**src/srs_pkg.sv**
```systemverilog
// Shared types, constants and fixed-point helpers for the sphere repulsion block.
// No dependencies; imported by the top level, srs_alu and srs_checker (srs_ram does not use it).
package srs_pkg;

  localparam int DEF_MAX_POINTS  = 256;
  localparam int DEF_COORD_WIDTH = 32;

  localparam int IO_W    = 32;
  localparam int IO_FRAC = 28;
  localparam int VAL_W   = 64;
  localparam int WIDE_W  = 128;
  localparam int CFG_W   = 17;

  localparam logic signed [VAL_W-1:0] ACC_LIM   = 64'sh4000_0000_0000_0000;
  localparam logic [31:0]             TENTH_Q32 = 32'd429496730;
  localparam logic [CFG_W-1:0]        GAIN_ONE  = 17'd65536;

  localparam logic [1:0] OP_WRITE = 2'd0;
  localparam logic [1:0] OP_STEP  = 2'd1;
  localparam logic [1:0] OP_READ  = 2'd2;
  localparam logic [1:0] OP_NOP   = 2'd3;

  localparam logic REG_POINT_COUNT = 1'b0;
  localparam logic REG_INV_SQRT    = 1'b1;

  localparam logic [1:0] ALU_MUL  = 2'd0;
  localparam logic [1:0] ALU_DIV  = 2'd1;
  localparam logic [1:0] ALU_SQRT = 2'd2;

  typedef logic signed [VAL_W-1:0] val_t;
  typedef logic [WIDE_W-1:0]       wide_t;

  typedef struct packed {
    logic       go;
    logic [1:0] op;
  } alu_req_t;

  function automatic logic [VAL_W-1:0] mag(input val_t a);
    return a[VAL_W-1] ? VAL_W'(-a) : VAL_W'(a);
  endfunction

  // signed value from a magnitude, saturated at +-2^62
  function automatic val_t sat_mag(input logic neg, input wide_t m);
    val_t v;
    v = (m > WIDE_W'(ACC_LIM)) ? ACC_LIM : val_t'(m[VAL_W-1:0]);
    return neg ? -v : v;
  endfunction

  function automatic val_t sat_add(input val_t a, input val_t b);
    logic signed [VAL_W:0] s;
    s = {a[VAL_W-1], a} + {b[VAL_W-1], b};
    if (s > (VAL_W+1)'(ACC_LIM)) return ACC_LIM;
    if (s < -((VAL_W+1)'(ACC_LIM))) return -ACC_LIM;
    return s[VAL_W-1:0];
  endfunction

endpackage

```
**src/srs_alu.sv**
```systemverilog
// Shared bit-serial arithmetic unit: 64x64 multiply, 128/64 divide, 128-bit square root.
// One result bit per cycle. Depends on srs_pkg.
module srs_alu (
  input  logic              clk,
  input  logic              rst,
  input  srs_pkg::alu_req_t req,
  input  logic [63:0]       a,
  input  logic [63:0]       b,
  input  logic [127:0]      n,
  output logic              done,
  output logic [127:0]      res
);
  import srs_pkg::*;

  logic         busy;
  logic [1:0]   op_r;
  logic [5:0]   cnt;
  logic [127:0] acc;
  logic [63:0]  ma;
  logic [63:0]  mb;
  logic [127:0] xr;
  logic [65:0]  rem;

  logic [64:0]  div_r2;
  logic         div_ge;
  logic [65:0]  sq_r2;
  logic [65:0]  sq_trial;
  logic         sq_ge;

  always_comb begin
    div_r2   = {rem[63:0], xr[127]};
    div_ge   = div_r2 >= {1'b0, mb};
    sq_r2    = {rem[63:0], xr[127:126]};
    sq_trial = {acc[63:0], 2'b01};
    sq_ge    = sq_r2 >= sq_trial;
  end

  assign res = acc;

  always_ff @(posedge clk) begin
    if (rst) begin
      busy <= 1'b0;
      done <= 1'b0;
    end else begin
      done <= 1'b0;
      if (req.go) begin
        op_r <= req.op;
        cnt  <= '0;
        acc  <= '0;
        ma   <= a;
        mb   <= b;
        xr   <= (req.op == ALU_DIV) ? {n[63:0], 64'd0} : n;
        rem  <= (req.op == ALU_DIV) ? {2'b00, n[127:64]} : '0;
        busy <= 1'b1;
        if (req.op == ALU_DIV && (b == '0 || n[127:64] >= b)) begin
          acc  <= {64'd0, {64{1'b1}}};
          busy <= 1'b0;
          done <= 1'b1;
        end
      end else if (busy) begin
        case (op_r)
          ALU_MUL: begin
            acc <= {acc[126:0], 1'b0} + (mb[63] ? {64'd0, ma} : 128'd0);
            mb  <= {mb[62:0], 1'b0};
          end
          ALU_DIV: begin
            rem <= div_ge ? {1'b0, div_r2 - {1'b0, mb}} : {1'b0, div_r2};
            acc <= {acc[126:0], div_ge};
            xr  <= {xr[126:0], 1'b0};
          end
          ALU_SQRT: begin
            rem <= sq_ge ? (sq_r2 - sq_trial) : sq_r2;
            acc <= {acc[126:0], sq_ge};
            xr  <= {xr[125:0], 2'b00};
          end
          default: begin
            acc <= acc;
          end
        endcase
        cnt <= cnt + 6'd1;
        if (cnt == 6'd63) begin
          busy <= 1'b0;
          done <= 1'b1;
        end
      end
    end
  end
endmodule

```
**config.mk**
```make
export PLATFORM = sky130hd
export DESIGN_NAME = srs_alu
export DESIGN_NICKNAME = d
export VERILOG_FILES = /design/src/srs_pkg.sv /design/src/srs_alu.sv
export SDC_FILE = /design/constraint.sdc
export NUM_CORES = 2
export LEC_CHECK = 0
export ABC_AREA = 1
export BUFFER_PORTS_ARGS = -buffer_cell sky130_fd_sc_hd__clkbuf_2
export CAP_MARGIN = 20
export CORE_MARGIN = 5
export CORE_UTILIZATION = 30
export CTS_CLUSTER_SIZE = 28
export DETAILED_ROUTE_END_ITERATION = 8
export PLACE_DENSITY = 0.58
export SLEW_MARGIN = 5
export SYNTH_ARGS = -nofsm -noshare
export SYNTH_HDL_FRONTEND = slang
export SYNTH_SLANG_ARGS = --single-unit
```
**constraint.sdc**
```tcl
create_clock -name clk -period 10.2 [get_ports clk]
set_input_delay 0.51 -clock clk [delete_from_list [all_inputs] [get_ports clk]]
set_output_delay 0.51 -clock clk [all_outputs]
set_load 0.03 [all_outputs]
```
; ---- After elaboration in Yosys (flattened, before gate mapping)
; Cells that the tools add are included.
[word_totals]
ff_bits = 458
inputBits = 261
out_inout_bits = 129
word_cells = 61
[op_classes]
n_addsub = 4
magnitude_cmp = 3
n_eq_ne = 4
n_mux = 27
n_bitwise = 1
reduce_logical = 13
[op_table]
columns = cell, n
row1 = $mux 128, 5
row2 = $mux 64, 10
row3 = $pmux 128 s3, 1
row4 = $pmux 128 s2, 1
row5 = $add 128x64->128, 1
row6 = $pmux 64 s2, 1
row7 = $sub 64x64->64, 2
row8 = $ge 66x66->1, 1
row9 = $ge 65x64->1, 1
row10 = $ge 64x64->1, 1
row11 = $logic_not 64->1, 1
row12 = $reduce_and 3->1, 3
row13 = $mux 1, 8
row14 = $add 6x1->6 const B, 1
row15 = $eq 6x6->1 const B, 1
row16 = $mux 6, 1
row17 = $eq 2x1->1 const B, 2
row18 = $reduce_and 2->1, 2
row19 = $reduce_bool 2->1, 2
row20 = $reduce_bool 4->1, 1
row21 = $reduce_bool 3->1, 1
row22 = $eq 2x2->1 const B, 1
row23 = $logic_not 2->1, 1
row24 = $logic_and 1x1->1, 1
row25 = other kinds (2), 2

; ---- Logic depth before layout (Yosys ltp)
[depth]
ltp_word = 5
ltp_mapped = 22
mapped_depth_nobuf = 20

; ---- Least setup slack after synthesis
; No wires, ideal clock.
[synth_timing]
path_kind = input to register
from = in req[2] (netlist name)
to = reg rem[0], enable pin
setup_time_ns = 0.561
arrival_time_ns = 8.276
required_time_ns = 9.639
setup_slack_ns = 1.363
path_stages = 6
path_buffers = 2
cell_sequence = clkbuf_1 inv_1 clkbuf_1 nor2_1 inv_1 nand2_1
[synth_between]
elab_chain_cells = 2
word_cells_on_any_way = 3
classes_between = reduce/logical: 3
[synth_rtl]
columns = element, line
row1 = start: declaration, srs_alu.sv:6  ; input srs_pkg::alu_req_t req,
row2 = $reduce_bool 3->1 (no source line) / $reduce_bool 2->1 (equally long branches), n/a
row3 = $reduce_and 3->1 (no source line) (*), n/a
row4 = end signal: assignment, srs_alu.sv:53  ; rem <= (req.op == ALU_DIV) ? {2'b00, n[127:64]} : '0;
row5 = end signal: assignment, srs_alu.sv:67  ; rem <= div_ge ? {1'b0, div_r2 - {1'b0, mb}} : {1'b0, div_r2};
row6 = end signal: assignment, srs_alu.sv:72  ; rem <= sq_ge ? (sq_r2 - sq_trial) : sq_r2;
row7 = end: declaration, srs_alu.sv:22  ; logic [65:0] rem;
; Every way passes the cells marked *; elsewhere a longest branch is shown, timed or not.
; A chain may end at the register's enable or synchronous reset.

; ---- Worst setup path in the final report
[layout_timing]
from = reg mb[63]
to = reg rem[32], data pin
[layout_between]
elab_chain_cells = 5
[layout_rtl]
columns = element, line
row1 = start: declaration, srs_alu.sv:20  ; logic [63:0] mb;
row2 = start signal: assignment, srs_alu.sv:64  ; mb <= {mb[62:0], 1'b0};
row3 = $ge 65x64->1, srs_alu.sv:32  ; div_ge = div_r2 >= {1'b0, mb};
row4 = $mux 64, srs_alu.sv:67
row5 = $pmux 64 s2, srs_alu.sv:61  ; case (op_r)
row6 = $mux 64, srs_alu.sv:60  ; end else if (busy) begin
row7 = $mux 64, srs_alu.sv:46  ; if (req.go) begin
; No other way between the ends. The select of a mux whose other input is x is not followed.

==> impl_metrics.toml <==
[outcome]
outcome = "completed"

[routing]
drt_first_pass_iters = 6
wire_per_inst_um = 23.30
drtIter0Drc = 3809
vias = 46960
route.detailed.drc = 0
ant_nets = 0
wirelength_um = 214900
viasPerCell = 5.091

[place]
gp_congestion = 1.016
place_area_um2 = 47910
io_buffer_count = 389
place_hpwl_um = 179200

[timing]
maxSlewHeadroom_pct = 28.96
period_minus_slack_ps = 4659
hold_ws_ps = 38.83
hold_viol_final = 0
finalSetupViolations = 0
grt_setup_unrepaired = "false"
fin_skew_ps = 49.99
period_share_pct = 45.68
finalSetupTns_ps = 0
slew_violations = 0
fmax_mhz = 214.6
tightest_slew_ps = 1062

[synthesis]
async_flop_share_pct = 0
ys.flop_type = "edfxtp_1"
synth_seq_cells = 458
synth.avg_cell_area_um2 = 6.384
synth.distinct_cells = 50
seq_area_frac_synth_pct = 31.22
yosys.cell_count.top_type = "nand2_1"
synth_edf_count = 456
synth_common_cells = "nand2_1, inv_1, nor2_1"
syn_inst = 6891
syn-cell-area_um2 = 43990
yosysWarnings = 0
synthTopCellsByArea = "edfxtp_1, nand2_1, inv_1, ha_1, nand3_1"
synth_fp_nets = 7415
synth_top_area_cell = "edfxtp_1"
synth_top_area_share_pct = 31.13

[critical_path]
worst-r2r-setup-slack_ps = 5540
startpoint = "mb[63]$_DFFE_PP_"
crit_fanout = 86
reg2reg_to = "rem[32]$_DFFE_PP_"
timing.rr.start = "mb[63]$_DFFE_PP_"
cp-start-kind = "register"
cp-end-kind = "register"
worstRegToRegCells = 14
cp.required_ps = 10760
crit_arrival_ps = 5220
critPathKind = "reg -> reg"

[die]
start_util_pct = 30.18
coreArea_um2 = 145700
dieArea_um2 = 154400
rows = 140
die_h_um = 392.9
die-width_um = 392.9
io_pins = 390

[clock_network]
htreeDepth = 2
cts_buffer_depth = 3
cts_made_buffers = 60
cts_tree = "done"
cts-root-buf = "clkbuf_16"
clock-sinks = 458
post_cts_buffers = 0
clkTransAtPathRegs_ps = 60
clk_latency_ps = 700

[global_route]
antenna_found_initial = 11
grt_pass1_wl_um = 306000
globalRouteTotalUtil_pct = 26.98
grt_overflow = 0
grt_max_degree = 149
grt_pass1_vias = 46180

[cells_and_area]
drive_gt1_share_pct = 7.968
fillers = 16240
area.growth.synth_to_final_pct = 14.67
fin_area_um2 = 50440
nets = 7777

[power_and_ir_drop]
leakagePower_nw = 25.52
vdd_drop_max_mv = 0.1407
power_density_nw_per_um2 = 150.3

[min_path]
min_from = "a[15]"
hold_path_end = "ma[15]$_DFFE_PP_"
holdPathStages = 1
hp-class = "in -> reg"

[flow_run]
cap_violations = 0
[metrics by stage]
step                      power (mW)  utilization, %  cells  setup slack, ps
after floorplan                4.299               -   6891             1363
after global placement         5.334           32.87   9057             5613
after detailed placement       5.332           32.87   9057             5518
after CTS                      7.611           34.60   9220             5502
after global routing           8.002           34.61   9221             5184
final                          7.581           34.61   9223             5541
[worst max-delay path, stage by stage, from the launching register on]
cell and delay [ps]:
edfxtp_1 320, buf_4 610, inv_1 230, ha_1 400, inv_1 80, nor3_1 230, nand2_1 170, nor3_1 280
nand2_2 340, nand2_4 300, buf_4 700, inv_1 430, nand2_1 160, nand3_1 80, nand3_1 120
[cells by family (layout without fill, tap and decap cells)]
| logic type | after synthesis | in the layout | share of synthesized area, % |
|---|---|---|---|
| and+or+nand+nor | 3675 | 3675 | 34.37 |
| buffers and inverters | 1498 | 1911 | 13.05 |
| AOI/OAI and AO/OA | 912 | 912 | 12.15 |
| DFF | 458 | 458 | 31.22 |
| adders and majority gates | 263 | 263 | 7.515 |
| xor gates and xnor gates | 85 | 85 | 1.692 |
| other | 0 | 2 | 0 |
[timing repair]
| item | 4_1_cts | 5_1_grt |
|---|---|---|
| gates resized for setup | 0 | 0 |
| hold buffers | 50 | 0 |
| hold endpoints to repair | 50 | 0 |
[report_power, final]
part           internal, mW  leakage, nW  switching (mW)  total (mW)
combinational         0.839         20.1            2.01        2.85
sequential             2.30         4.42           0.203        2.50
clock                  1.27        0.960           0.968        2.24
[state kept, by name, indices dropped and copies added (netlist names)]
name,flops
res,128
xr,128
ma,64
mb,64
rem,64
cnt,6
op_r,2
busy,1
done,1
[routing by layer]
layer  vias to the layer above  track usage, %  routed length [um]
met5                         -               0                  69
met4                        10           13.19               12400
met3                       420           3.320               13040
met2                      1769           47.04              102400
met1                     21860           32.91               87070
li1                      22900               -                   -
[area by class of cell]
| class | instances | area [um^2] | share of cell area (%) |
|---|---|---|---|
| Inverter | 1323 | 4970 | 9.852 |
| Multi-Input combinational cell | 4935 | 24580 | 48.72 |
| Sequential cell | 458 | 13730 | 27.22 |
| Antenna cell | 2 | 5.005 | 0.009921 |
| Clock buffer | 73 | 1592 | 3.155 |
| Clock inverter | 40 | 420.4 | 0.8334 |
| Timing Repair Buffer | 475 | 2749 | 5.449 |
| Tap cell | 1917 | 2399 | 4.755 |
[worst max path at each step]
stage / cells past startpoint / to / slack (ps)
finish: 14 / rem[32]$_DFFE_PP_ / 5540
CTS: 14 / rem[32]$_DFFE_PP_ / 5500
global route: 14 / rem[32]$_DFFE_PP_ / 5180
detailed placement: 14 / rem[32]$_DFFE_PP_ / 5520
global placement: 14 / rem[32]$_DFFE_PP_ / 5610
floorplan: 6 / rem[0]$_DFFE_PP_ / 1360
[cells in the final DEF, fill, tap and decap left out, types with 4 or more instances in the layout]
cell and instances:
clkinv_2 10, xnor2_1 73, inv_2 6, inv_1 1313
bufinv_16 6, clkbuf_1 10, nor2_1 527, a21oi_1 298
clkinv_4 6, dlygate4sd3_1 50, nand3_1 442, nand2_1 2405
clkinv_1 9, nor4_1 35, edfxtp_1 456, clkbuf_2 388
nand2_4 4, nand4_1 118, clkinvlp_4 8, o22ai_1 10
nand3_2 8, or2_2 6, o21bai_1 27, o211ai_1 128
nor2_4 5, a21boi_0 7, and2_1 4, nor2_2 15
clkbuf_16 61, nand3b_1 24, ha_1 261, nor3_1 60
nand2_2 8, buf_4 34, o21ai_0 298, a22oi_1 132
xor2_1 12
Power figures use the tool's default switching activity.
